==> src/design/fgc_pkg.sv <==
package fgc_pkg;

  typedef struct packed {
    logic [63:0] start_lba;
    logic [63:0] sector_count;
  } in_t;

  typedef struct packed {
    logic [1:0]  status;
    logic [4:0]  sectors_per_cluster;
    logic [25:0] fat_sectors;
    logic [31:0] cluster_count;
    logic [31:0] data_start_sector;
    logic [63:0] data_start_lba;
  } out_t;

  localparam logic [1:0] STATUS_OK      = 2'd0;
  localparam logic [1:0] STATUS_INVALID = 2'd1;
  localparam logic [1:0] STATUS_SMALL   = 2'd2;

  localparam logic [1:0] SPC_1  = 2'd0;
  localparam logic [1:0] SPC_8  = 2'd1;
  localparam logic [1:0] SPC_16 = 2'd2;

  localparam logic [7:0] REG_RESERVED = 8'd0;
  localparam logic [7:0] REG_COPIES   = 8'd1;

  localparam logic [31:0] SPC_SMALL_LIMIT = 32'd524288;
  localparam logic [31:0] SPC_MID_LIMIT   = 32'd16777216;
  localparam logic [63:0] MIN_SECTORS     = 64'd65536;
  localparam logic [63:0] MAX_SECTORS     = 64'hFFFF_FFFF;
  localparam logic [31:0] MIN_CLUSTERS    = 32'd65525;

endpackage

==> src/design/fgc_cluster_unit.sv <==
module fgc_cluster_unit (
  input  logic [31:0] total,
  input  logic [1:0]  spc_sel,
  input  logic [25:0] fat,
  input  logic [15:0] reserved,
  input  logic [1:0]  copies,
  output logic [31:0] clusters,
  output logic [27:0] overhead
);
  import fgc_pkg::*;

  logic [27:0] fat_x1;
  logic [27:0] fat_x2;
  logic [31:0] data;

  assign fat_x1 = copies[0] ? {2'b00, fat} : 28'd0;
  assign fat_x2 = copies[1] ? {1'b0, fat, 1'b0} : 28'd0;
  assign overhead = {12'd0, reserved} + fat_x1 + fat_x2;

  // data area saturates at zero
  assign data = ({4'd0, overhead} >= total) ? 32'd0 : total - {4'd0, overhead};

  always_comb begin
    case (spc_sel)
      SPC_8:   clusters = data >> 3;
      SPC_16:  clusters = data >> 4;
      default: clusters = data;
    endcase
  end

endmodule

==> src/design/fat32_geometry_calc_core.sv <==
// FAT32 layout calculator. Pulse start with busy low to hand in one item
// (start LBA, sector count); busy then stays high through the size check, the
// FAT-size loop (up to four updates, none when the data area is all but empty) and
// the finish, or only the check for a rejected size. Each step of the FAT-size loop
// runs the one shared cluster unit (overhead add, saturating subtract, shift)
// or the FAT-size update. The result appears on out_item for exactly one cycle
// with out_valid high, in the cycle busy falls; the receiver cannot stall it,
// so it must take it then. Configuration writes are always ready and must only
// be made while busy is low.
module fat32_geometry_calc_core (
  input  logic          clk,
  input  logic          rst_n,
  input  logic          start,
  output logic          busy,
  input  fgc_pkg::in_t  in_item,
  output logic          out_valid,
  output fgc_pkg::out_t out_item,
  input  logic          cfg_valid,
  output logic          cfg_ready,
  input  logic [7:0]    cfg_index,
  input  logic [15:0]   cfg_data
);
  import fgc_pkg::*;

  localparam logic [2:0] ST_IDLE = 3'd0;
  localparam logic [2:0] ST_CHK  = 3'd1;
  localparam logic [2:0] ST_CLU  = 3'd2;
  localparam logic [2:0] ST_NXT  = 3'd3;
  localparam logic [2:0] ST_FIN  = 3'd4;

  logic [2:0]  state_r, state_nxt;
  logic [15:0] reserved_r;
  logic [1:0]  copies_r;
  in_t         item_r;
  logic [31:0] total_r, total_nxt;
  logic [1:0]  spc_sel_r, spc_sel_nxt;
  logic [25:0] fat_r, fat_nxt;
  logic [31:0] clusters_r, clusters_nxt;
  logic [27:0] overhead_r, overhead_nxt;
  logic [1:0]  pass_r, pass_nxt;
  logic        last_r, last_nxt;
  logic        out_valid_r, out_valid_nxt;
  out_t        out_r, out_nxt;

  logic [31:0] unit_clusters;
  logic [27:0] unit_overhead;
  logic [32:0] next_sum;
  logic [25:0] next_fat;
  logic [4:0]  spc_val;

  fgc_cluster_unit u_unit (
    .total    (total_r),
    .spc_sel  (spc_sel_r),
    .fat      (fat_r),
    .reserved (reserved_r),
    .copies   (copies_r),
    .clusters (unit_clusters),
    .overhead (unit_overhead)
  );

  // ceil((clusters + 2) * 4 / 512)
  assign next_sum = {1'b0, clusters_r} + 33'd129;
  assign next_fat = next_sum[32:7];

  always_comb begin
    case (spc_sel_r)
      SPC_8:   spc_val = 5'd8;
      SPC_16:  spc_val = 5'd16;
      default: spc_val = 5'd1;
    endcase
  end

  always_comb begin
    state_nxt     = state_r;
    total_nxt     = total_r;
    spc_sel_nxt   = spc_sel_r;
    fat_nxt       = fat_r;
    clusters_nxt  = clusters_r;
    overhead_nxt  = overhead_r;
    pass_nxt      = pass_r;
    last_nxt      = last_r;
    out_valid_nxt = 1'b0;
    out_nxt       = out_r;
    unique case (state_r)
      ST_IDLE: begin
        if (start) state_nxt = ST_CHK;
      end
      ST_CHK: begin
        if (item_r.sector_count > MAX_SECTORS || item_r.sector_count < MIN_SECTORS) begin
          out_nxt        = '0;
          out_nxt.status = STATUS_INVALID;
          out_valid_nxt  = 1'b1;
          state_nxt      = ST_IDLE;
        end else begin
          total_nxt = item_r.sector_count[31:0];
          if (item_r.sector_count[31:0] < SPC_SMALL_LIMIT) spc_sel_nxt = SPC_1;
          else if (item_r.sector_count[31:0] < SPC_MID_LIMIT) spc_sel_nxt = SPC_8;
          else spc_sel_nxt = SPC_16;
          fat_nxt   = 26'd1;
          pass_nxt  = 2'd0;
          last_nxt  = 1'b0;
          state_nxt = ST_CLU;
        end
      end
      ST_CLU: begin
        clusters_nxt = unit_clusters;
        overhead_nxt = unit_overhead;
        state_nxt    = last_r ? ST_FIN : ST_NXT;
      end
      ST_NXT: begin
        if (next_fat <= fat_r) begin
          state_nxt = ST_FIN;
        end else begin
          fat_nxt   = next_fat;
          pass_nxt  = pass_r + 2'd1;
          last_nxt  = (pass_r == 2'd3);
          state_nxt = ST_CLU;
        end
      end
      ST_FIN: begin
        out_nxt = '0;
        if (clusters_r < MIN_CLUSTERS) begin
          out_nxt.status = STATUS_SMALL;
        end else begin
          out_nxt.status              = STATUS_OK;
          out_nxt.sectors_per_cluster = spc_val;
          out_nxt.fat_sectors         = fat_r;
          out_nxt.cluster_count       = clusters_r;
          out_nxt.data_start_sector   = {4'd0, overhead_r};
          out_nxt.data_start_lba      = item_r.start_lba + {36'd0, overhead_r};
        end
        out_valid_nxt = 1'b1;
        state_nxt     = ST_IDLE;
      end
      default: state_nxt = ST_IDLE;
    endcase
  end

  always_ff @(posedge clk) begin
    if (!rst_n) begin
      state_r     <= ST_IDLE;
      out_valid_r <= 1'b0;
      pass_r      <= 2'd0;
      last_r      <= 1'b0;
      reserved_r  <= 16'd32;
      copies_r    <= 2'd2;
    end else begin
      state_r     <= state_nxt;
      out_valid_r <= out_valid_nxt;
      pass_r      <= pass_nxt;
      last_r      <= last_nxt;
      if (cfg_valid) begin
        if (cfg_index == REG_RESERVED) reserved_r <= cfg_data;
        else if (cfg_index == REG_COPIES) copies_r <= cfg_data[1:0];
      end
    end
  end

  always_ff @(posedge clk) begin
    if (start && state_r == ST_IDLE) item_r <= in_item;
    total_r    <= total_nxt;
    spc_sel_r  <= spc_sel_nxt;
    fat_r      <= fat_nxt;
    clusters_r <= clusters_nxt;
    overhead_r <= overhead_nxt;
    out_r      <= out_nxt;
  end

  assign busy      = (state_r != ST_IDLE);
  assign cfg_ready = 1'b1;
  assign out_valid = out_valid_r;
  assign out_item  = out_r;

  a_accept_busy: assert property (@(posedge clk) disable iff (!rst_n)
    (start && !busy) |=> busy)
    else $error("item accepted but block not busy");

  a_strobe_src: assert property (@(posedge clk) disable iff (!rst_n)
    out_valid |-> ($past(state_r) == ST_FIN || $past(state_r) == ST_CHK))
    else $error("result strobe without finishing step");

  a_ok_clusters: assert property (@(posedge clk) disable iff (!rst_n)
    (out_valid && out_item.status == STATUS_OK) |-> out_item.cluster_count >= MIN_CLUSTERS)
    else $error("success reported with too few clusters");

  a_fail_zero: assert property (@(posedge clk) disable iff (!rst_n)
    (out_valid && out_item.status != STATUS_OK) |->
      (out_item.fat_sectors == '0 && out_item.cluster_count == '0 &&
       out_item.data_start_lba == '0 && out_item.sectors_per_cluster == '0))
    else $error("failure result carries layout fields");

  a_fat_grows: assert property (@(posedge clk) disable iff (!rst_n)
    (state_r == ST_NXT && state_nxt == ST_CLU) |=> fat_r > $past(fat_r))
    else $error("FAT size update did not grow");

endmodule

==> config.mk <==
export PLATFORM = sky130hd
export DESIGN_NAME = fat32_geometry_calc_core
export DESIGN_NICKNAME = d
export VERILOG_FILES = /design/src/design/fgc_pkg.sv /design/src/design/fgc_cluster_unit.sv /design/src/design/fat32_geometry_calc_core.sv
export SDC_FILE = /design/constraint.sdc
export NUM_CORES = 1
export LEC_CHECK = 0
export BUFFER_PORTS_ARGS = -buffer_cell sky130_fd_sc_hd__buf_2
export CAP_MARGIN = 10
export CORE_UTILIZATION = 35
export CTS_CLUSTER_SIZE = 8
export DETAILED_ROUTE_END_ITERATION = 8
export PLACE_DENSITY_LB_ADDON = 0.08
export SLEW_MARGIN = 20
export SYNTH_ARGS = -nofsm -noshare
export SYNTH_HDL_FRONTEND = slang
export SYNTH_SLANG_ARGS = --single-unit
==> constraint.sdc <==
create_clock -name clk -period 14.81 [get_ports clk]
set_input_delay 4.443 -clock clk [delete_from_list [all_inputs] [get_ports clk]]
set_output_delay 4.443 -clock clk [all_outputs]
set_load 0.02 [all_outputs]
# Word level (Yosys, flattened, before mapping)
# Cells that the tools add are included.
# word_totals
register_bits,434
in_bits,156
wordCells,84
# op_classes
addsub,6
order_cmp,7
n_eq_ne,12
n_mux,26
bitwise_logic,2
n_reduce_logical,12
# ops
operator,count
$pmux 161 s2,1
$mux 161,1
$mux 159,1
$mux 26,3
$add 64x28->64,1
$gt 64x32->1 const B,1
$lt 64x17->1 const B,1
$pmux 32 s2,1
$pmux 26 s2,1
$add 32x8->33 const B,1
$ge 28x32->1,1
$lt 32x16->1 const B,1
$lt 32x20->1 const B,1
$lt 32x25->1 const B,1
$mux 32,1
$sub 32x28->32,1
$add 16x28->28,1
$add 28x28->28,1
$mux 27,1
$le 26x26->1,1
$pmux 3 s4,1
$mux 2,5
$pmux 5 s2,1
$mux 3,3
20 further kinds,33

# Logic depth before layout (Yosys ltp)
# Gate-level depths: netlist of the first run.
# logic_depth
ltp_word,6
ltp_mapped,27

# By module
# From an unflattened synthesis of the first run, not the netlist that was laid out.
# hier_totals
cells_unflattened,1944
area_unflattened_um2,22825.6
# by_module_without_submodules
mod,instances,cells_each,area_each_um2,seq_area_each_um2
fat32_geometry_calc_core,1,1230,17758.3,12602.1
fgc_cluster_unit,1,714,5067.4,0.0

# Least setup slack after synthesis of the first run
# Ideal clock, no wire load.
# synth_timing
path_kind,in2reg
start,input start
end,"register item_r[0] in the netlist's numbering, enable pin"
setup_time_ns,0.617
arrival_time_ns,9.754
required_time_ns,14.193
path_slack_ns,4.439
path_stages,2
cell_sequence,inv_1 nor2_1
# synth_via
elab_chain_len,1
# synth_rtl
item,line,text
"start, declared",fat32_geometry_calc_core.sv:13,"input logic start,"
$logic_and 1x1->1,fat32_geometry_calc_core.sv:160,if (start && state_r == ST_IDLE) item_r <= in_item;
"end signal, assigned",fat32_geometry_calc_core.sv:160,
"end, declared",fat32_geometry_calc_core.sv:34,in_t item_r;
# Every way passes these cells.
# A chain may end at the register's enable or synchronous reset.

# Final worst setup path of the first run
# layout_timing
start,register copies_r[1]
end,"register clusters_r[9], data pin"
# layout_via
elab_chain_len,5
word_cells_on_any_way,6
cone_classes,add/sub (2); order compare (1); mux (3)
# layout_rtl
item,line,text
"start, declared",fat32_geometry_calc_core.sv:33,logic [1:0] copies_r;
"start signal, assigned",fat32_geometry_calc_core.sv:154,else if (cfg_index == REG_COPIES) copies_r <= cfg_data[1:0];
$mux 27 (*),fgc_cluster_unit.sv:17,"assign fat_x2 = copies[1] ? {1'b0, fat, 1'b0} : 28'd0;"
$add 28x28->28 (*),fgc_cluster_unit.sv:18,"assign overhead = {12'd0, reserved} + fat_x1 + fat_x2;"
$sub 32x28->32 / $ge 28x32->1 (equally long branches),fgc_cluster_unit.sv:21,"assign data = ({4'd0, overhead} >= total) ? 32'd0 : total - {4'd0, overhead};"
$mux 32 (*),fgc_cluster_unit.sv:21,
$pmux 32 s2 (*),fgc_cluster_unit.sv:24,case (spc_sel)
via u_unit.clusters[9],fgc_cluster_unit.sv:7,"output logic [31:0] clusters,"
"end signal, assigned",fat32_geometry_calc_core.sv:164,clusters_r <= clusters_nxt;
"end, declared",fat32_geometry_calc_core.sv:38,"logic [31:0] clusters_r, clusters_nxt;"
# The timed path passes the listed nets; every way through them passes the cells marked *.

==> impl_metrics.json, run 1 <==
{
  "syn_inst": 1850,
  "cap_violations": 0,
  "holdWs_ns": 0.4099,
  "placed_cells": 2963,
  "regToRegSetupSlack_ns": 7.15,
  "max_slew_margin_pct": 28.16,
  "die-area_um2": 64490,
  "r2r_start": "copies_r[1]",
  "grt_max_degree": 72,
  "min_to": "total_r[8]",
  "n_fill_cell": 5991,
  "yosys.cell_types.count": 86,
  "end_kind": "flip-flop",
  "routed_wl_um": 63180,
  "setup-violations-final": 0,
  "critical_path.max_fanout": 27,
  "rr_worst_depth": 23,
  "synth.avg_cell_area_um2": 12.01,
  "cts_resized": 0,
  "grt_pass1_vias": 15699,
  "via_count": 15598,
  "worstPathArrival_ns": 8.01,
  "period_share_pct": 51.73,
  "ys_seq_area_share_pct": 56.72,
  "io_pins": 320,
  "dominantRegCellSynth": "edfxtp_1",
  "drt_pass1_iterations": 5,
  "initial_core_util_pct": 35.74,
  "hold_path_class": "flip-flop to flip-flop",
  "antenna_found_initial": 6,
  "status": "finished, final reports clean",
  "clock_latency_ns": 0.61,
  "core-area_um2": 62170,
  "skew_ns": 0.02855,
  "r2r_end": "clusters_r[9]",
  "hold_buffers": 0,
  "cellPowerDensity_nw_per_um2": 107.3,
  "p_leak_uw": 0.01055,
  "die_h_um": 254.0,
  "antenna_left": 0,
  "cts_buffer_depth": 3,
  "place.gp.congestion": 0.8835,
  "netlist_top_cells_area": "edfxtp_1, ha_1, and2_1, a21oi_1, dfxtp_1",
  "cts_buffers": 59,
  "rsz0062_at_grt": "false",
  "drt_iter0_drc": 927,
  "start_kind": "flip-flop",
  "io_buffers": 312,
  "root_buffer": "clkbuf_16",
  "cts_tree": "yes",
  "required_ns": 15.16,
  "num_rows": 91,
  "min_period_ns": 7.661,
  "drive_gt1_share_pct": 19.19,
  "hold-path-cell-count": 0,
  "final-seq-area_um2": 12600,
  "die_w_um": 254.0,
  "synth-seq-cells": 428,
  "fmax_mhz": 130.5,
  "wl_per_cell_um": 20.67,
  "total_power_uw": 2828,
  "grt_first_pass_wirelength_um": 94160,
  "drc_errors": 0,
  "worstSetupPathType": "flip-flop to flip-flop",
  "track_usage_pct": 19.44,
  "multi_input_area_um2": 9081,
  "min_from": "item_r[8]",
  "tightest_slew_ns": 1.077,
  "nets": 2475,
  "via_per_inst": 5.104,
  "layout.cells.non_filler": 3056,
  "ir_drop_mv": 0.1010,
  "clock_sinks": 428,
  "synth_edf_count": 403,
  "ys_async_sr_fraction_pct": 0,
  "synth_top_area_cell": "edfxtp_1",
  "ys_warn_count": 0,
  "postCtsSetupBuffers": 0,
  "finalSetupTns_ns": 0,
  "clk_pin_slew_ns": 0.05,
  "slew_violations": 0,
  "synth.top_cell.area_share_pct": 54.47,
  "synthToLayoutAreaGrowth_pct": 18.59,
  "htreeDepth": 2,
  "grt_overflow": 0,
  "hpwl_um": 48170,
  "netlist_area_um2": 22220,
  "final-hold-violation-count": 0
}
per-layer routing:
metal	GRT usage [%]	vias up	share of wire, %
li1	-	7541	-
met3	3.104	99	4.4
met4	7.866	2	3.6
met5	0	-	0.021
met1	25.09	7546	44
met2	32.42	410	48
cell families (layout without fill, tap and decap cells):
group                    after synthesis  count (layout)  share of synthesized area [%]
AND/OR/NAND/NOR                      622             622                          14.99
flip-flops                           428             428                          56.72
AO/OA/AOI/OAI                        393             393                          12.16
buffers and inverters                147             507                          2.675
adder cells (fa/ha/maj)              135             135                          8.177
XOR/XNOR                              99              99                          4.150
multiplexers                          24              24                          1.092
other                                  2              11                        0.03380
stage by stage:
stage	utilization, %	cell area, um2	setup WS [ns]
global route	42.38	26350	6.675
CTS	42.37	26340	7.252
detailed placement	39.79	24740	7.299
floorplan	-	22240	4.439
global placement	39.78	24730	7.485
finish	42.38	26350	7.149
cells in the mapped netlist, drive strengths merged (11+ instances only):
library cell and number:
edfxtp 403, nor2 130, and2 116, ha 114
a21oi 104, nand2 98, inv 94, o21ai 78
nor2b 61, xnor2 52, nand3 44, xor2 43
a21o 41, clkbuf 36, and3 26, dfxtp 25
o21a 25, or3 25, nor4 23, mux2i 22
nand4 21, nand2b 20, nor3 20, fa 18
o211ai 18, buf 17, o221ai 15, a211oi 13
a21boi 11
state kept, by name, indices dropped and copies added, names as in the netlist, 3 cells and up:
register and flops:
clusters_r 32, overhead_r 28, item_r 128, out_item 155, reserved_r 16, fat_r 26
total_r 32, state_r 3
worst max-delay path, cell delays in order, from the launching register on:
cell and delay [ns]:
dfxtp_1 0.76, and2_1 0.25, fa_1 0.42, ha_1 0.26, fa_1 0.41, a21oi_1 0.27, o211ai_1 0.18, o211ai_1 0.33
nand2b_1 0.09, a21oi_1 0.23, o21bai_1 0.09, a21oi_1 0.17, xor2_1 0.25, ha_1 0.26, nand3_1 0.13, nor2_1 0.14
nand3_1 0.12, or4_1 0.53, nor4_1 0.70, and4_1 0.43, nor2_1 0.08, a2bb2oi_2 0.85, nor2_1 0.12, a221o_1 0.30
worst max path at each step:
stage,startpoint,endpoint,slack (ns),cells past startpoint
6_report,copies_r[1],clusters_r[9],7.15,23
5_1_grt,copies_r[1],clusters_r[9],6.68,23
4_1_cts,copies_r[1],clusters_r[9],7.25,23
3_5_place_dp,copies_r[1],clusters_r[9],7.30,23
3_3_place_gp,copies_r[1],clusters_r[10],7.48,23
2_1_floorplan,start,item_r[0],4.44,2
area by class of cell:
| cell class | count | area share, % |
|---|---|---|
| clock buffer | 86 | 5.988 |
| clock inverter | 3 | 0.09972 |
| sequential | 428 | 47.83 |
| inverter | 94 | 1.339 |
| timing repair buffer | 324 | 6.268 |
| multi-input combinational | 1280 | 34.47 |
| antenna | 4 | 0.03799 |
| tap | 837 | 3.975 |
report_power, final:
part	total [uW]	leakage [uW]	switching, uW	internal (uW)
clock	1220	0.000773	499	721
combinational	216	0.00581	142	74.0
sequential	1390	0.00397	16.2	1380
total	2830	0.0105	658	2170
layout by cell type, fill, tap and decap left out, types with 24 or more instances in the layout:
master     instances
edfxtp_1         403
buf_2            312
nor2_1           126
and2_1           115
ha_1             114
a21oi_1          100
nand2_1           98
inv_1             93
o21ai_0           71
nor2b_1           61
clkbuf_16         59
xnor2_1           52
nand3_1           43
xor2_1            43
a21o_1            41
clkbuf_1          27
or3_1             25
dfxtp_1           25
o21a_1            24
No activity file was read; power rests on OpenSTA's default activity.
==> run 2, diff against run 1 <==
Clock period 14.81 ns to 7.9 ns, I/O delays scaled along.
==> run 2 against run 1 <==
Critical path depth did not move. Sequential power rose by 88%. Sequential share of layout area decreased by 0.23 points. Cell count grew 0.36%. Non-clock buffer count is 2 higher. Largest power group unchanged. Clock power up 93%. Routed wire length rose by 0.89%. Count of clock-buffer cells in the layout rose by 12. Sequential cell count unchanged. Utilization grew 0.21 points. Register-to-register slack got worse by 6.5 ns.
==> impl_metrics.json, run 2 (same netlist as run 1, synthesis figures left out) <==
{
  "nets": 2477,
  "critical_path.max_fanout": 27,
  "die_h_um": 254.0,
  "cts_resized": 0,
  "via_count": 15598,
  "root_buffer": "clkbuf_16",
  "grt_pass1_vias": 15545,
  "grt_overflow": 0,
  "end_kind": "flip-flop",
  "grt_first_pass_wirelength_um": 94480,
  "slew_violations": 0,
  "place.gp.congestion": 0.8790,
  "antenna_found_initial": 0,
  "worstPathArrival_ns": 7.65,
  "start_kind": "flip-flop",
  "drive_gt1_share_pct": 19.15,
  "core-area_um2": 62170,
  "hpwl_um": 47860,
  "min_from": "item_r[6]",
  "via_per_inst": 5.086,
  "synthToLayoutAreaGrowth_pct": 19.17,
  "die-area_um2": 64490,
  "cts_tree": "yes",
  "drc_errors": 0,
  "worstSetupStartpoint": "copies_r[0]",
  "cellPowerDensity_nw_per_um2": 202.5,
  "p_leak_uw": 0.01059,
  "placed_cells": 2965,
  "io_buffers": 312,
  "clock_sinks": 428,
  "required_ns": 8.26,
  "r2r_start": "copies_r[0]",
  "drt_pass1_iterations": 6,
  "num_rows": 91,
  "largest_reg_flops": 155,
  "status": "finished, final reports clean",
  "final_common_cell": "edfxtp_1",
  "tightest_slew_ns": 1.351,
  "drt_iter0_drc": 970,
  "skew_ns": 0.03045,
  "wl_per_cell_um": 20.78,
  "postCtsSetupBuffers": 0,
  "pre_cts_slack_ns": 0.4220,
  "grt_max_degree": 157,
  "hold_buffers": 0,
  "htreeDepth": 2,
  "clk_pin_slew_ns": 0.06,
  "worstSetupPathType": "flip-flop to flip-flop",
  "clock_latency_ns": 0.62,
  "min_period_ns": 7.285,
  "layout.cells.non_filler": 3067,
  "fmax_mhz": 137.3,
  "final-hold-violation-count": 0,
  "ir_drop_mv": 0.1356,
  "layout_common_cells": "edfxtp_1, buf_2, nor2_1",
  "antennaDiodeCount": 0,
  "antenna_left": 0,
  "hold_path_class": "flip-flop to flip-flop",
  "period_share_pct": 92.21,
  "cts_buffer_depth": 3,
  "rsz0062_at_grt": "false",
  "setup-violations-final": 0,
  "initial_core_util_pct": 35.74,
  "cts_buffers": 59,
  "die_w_um": 254.0,
  "cap_violations": 0,
  "track_usage_pct": 19.54,
  "routed_wl_um": 63740,
  "max_slew_margin_pct": 9.091,
  "io_pins": 320,
  "finalSetupTns_ns": 0,
  "setup_slack_ns": 0.6155
}
[run 2: critical path: stages (launching register included)]
cell	delay, ns
dfxtp_1	0.77
and2_1	0.26
fa_1	0.42
ha_1	0.25
fa_1	0.42
a21oi_1	0.27
o211ai_1	0.19
o211ai_1	0.34
nand2b_1	0.10
a21oi_1	0.23
o21bai_1	0.09
a21oi_1	0.17
xor2_1	0.29
ha_1	0.28
nand3_1	0.12
nor2_1	0.14
nand3_1	0.12
or4_1	0.53
nor4_1	0.67
and4_1	0.41
nor2_1	0.10
a2bb2oi_4	0.48
nor2_1	0.11
a221o_1	0.28
[run 2: final timing paths]
path | end | slack (ns) | cells past startpoint
worst max-delay path | clusters_r[9] | 0.62 | 23
worst max register to register | clusters_r[9] | 0.62 | 23
worst min register to register | total_r[6] | 0.41 | 0
worst min-delay path | total_r[6] | 0.41 | 0
[run 2: cell type report]
class                   instances  area [um2]
repair buffers                326        1692
flip-flops and latches        428       12600
clock buffers                  98        1623
well taps                     837        1047
fillers                      6017       35690
multi-input cells            1280        9105
clock inverters                 4       56.30
inverters                      94       352.8
[run 2: per-stage QoR]
stage | instance area [um2] | util, % | hold WS (ns) | total power, uW
global route | 26480 | 42.59 | 0.4180 | 5565
floorplan | 22240 | - | 0.4003 | 2902
detailed placement | 24780 | 39.86 | 0.4052 | 3062
CTS | 26460 | 42.56 | 0.4059 | 5446
finish | 26480 | 42.59 | 0.4093 | 5361
global placement | 24780 | 39.85 | 0.4097 | 3059
[run 2: power breakdown]
group / internal [uW] / switching (uW)
Combinational: 141 / 265
Clock: 1380 / 964
Sequential: 2580 / 31.0
[run 2: per-layer routing]
layer	wire length [um]	global-route usage [%]	share of wire, %	vias to the layer above
met5	0	0	0	-
li1	-	-	-	7548
met2	31630	33.93	50	366
met1	28040	25.29	44	7601
met4	1428	5.370	2.2	0
met3	2643	2.786	4.1	83
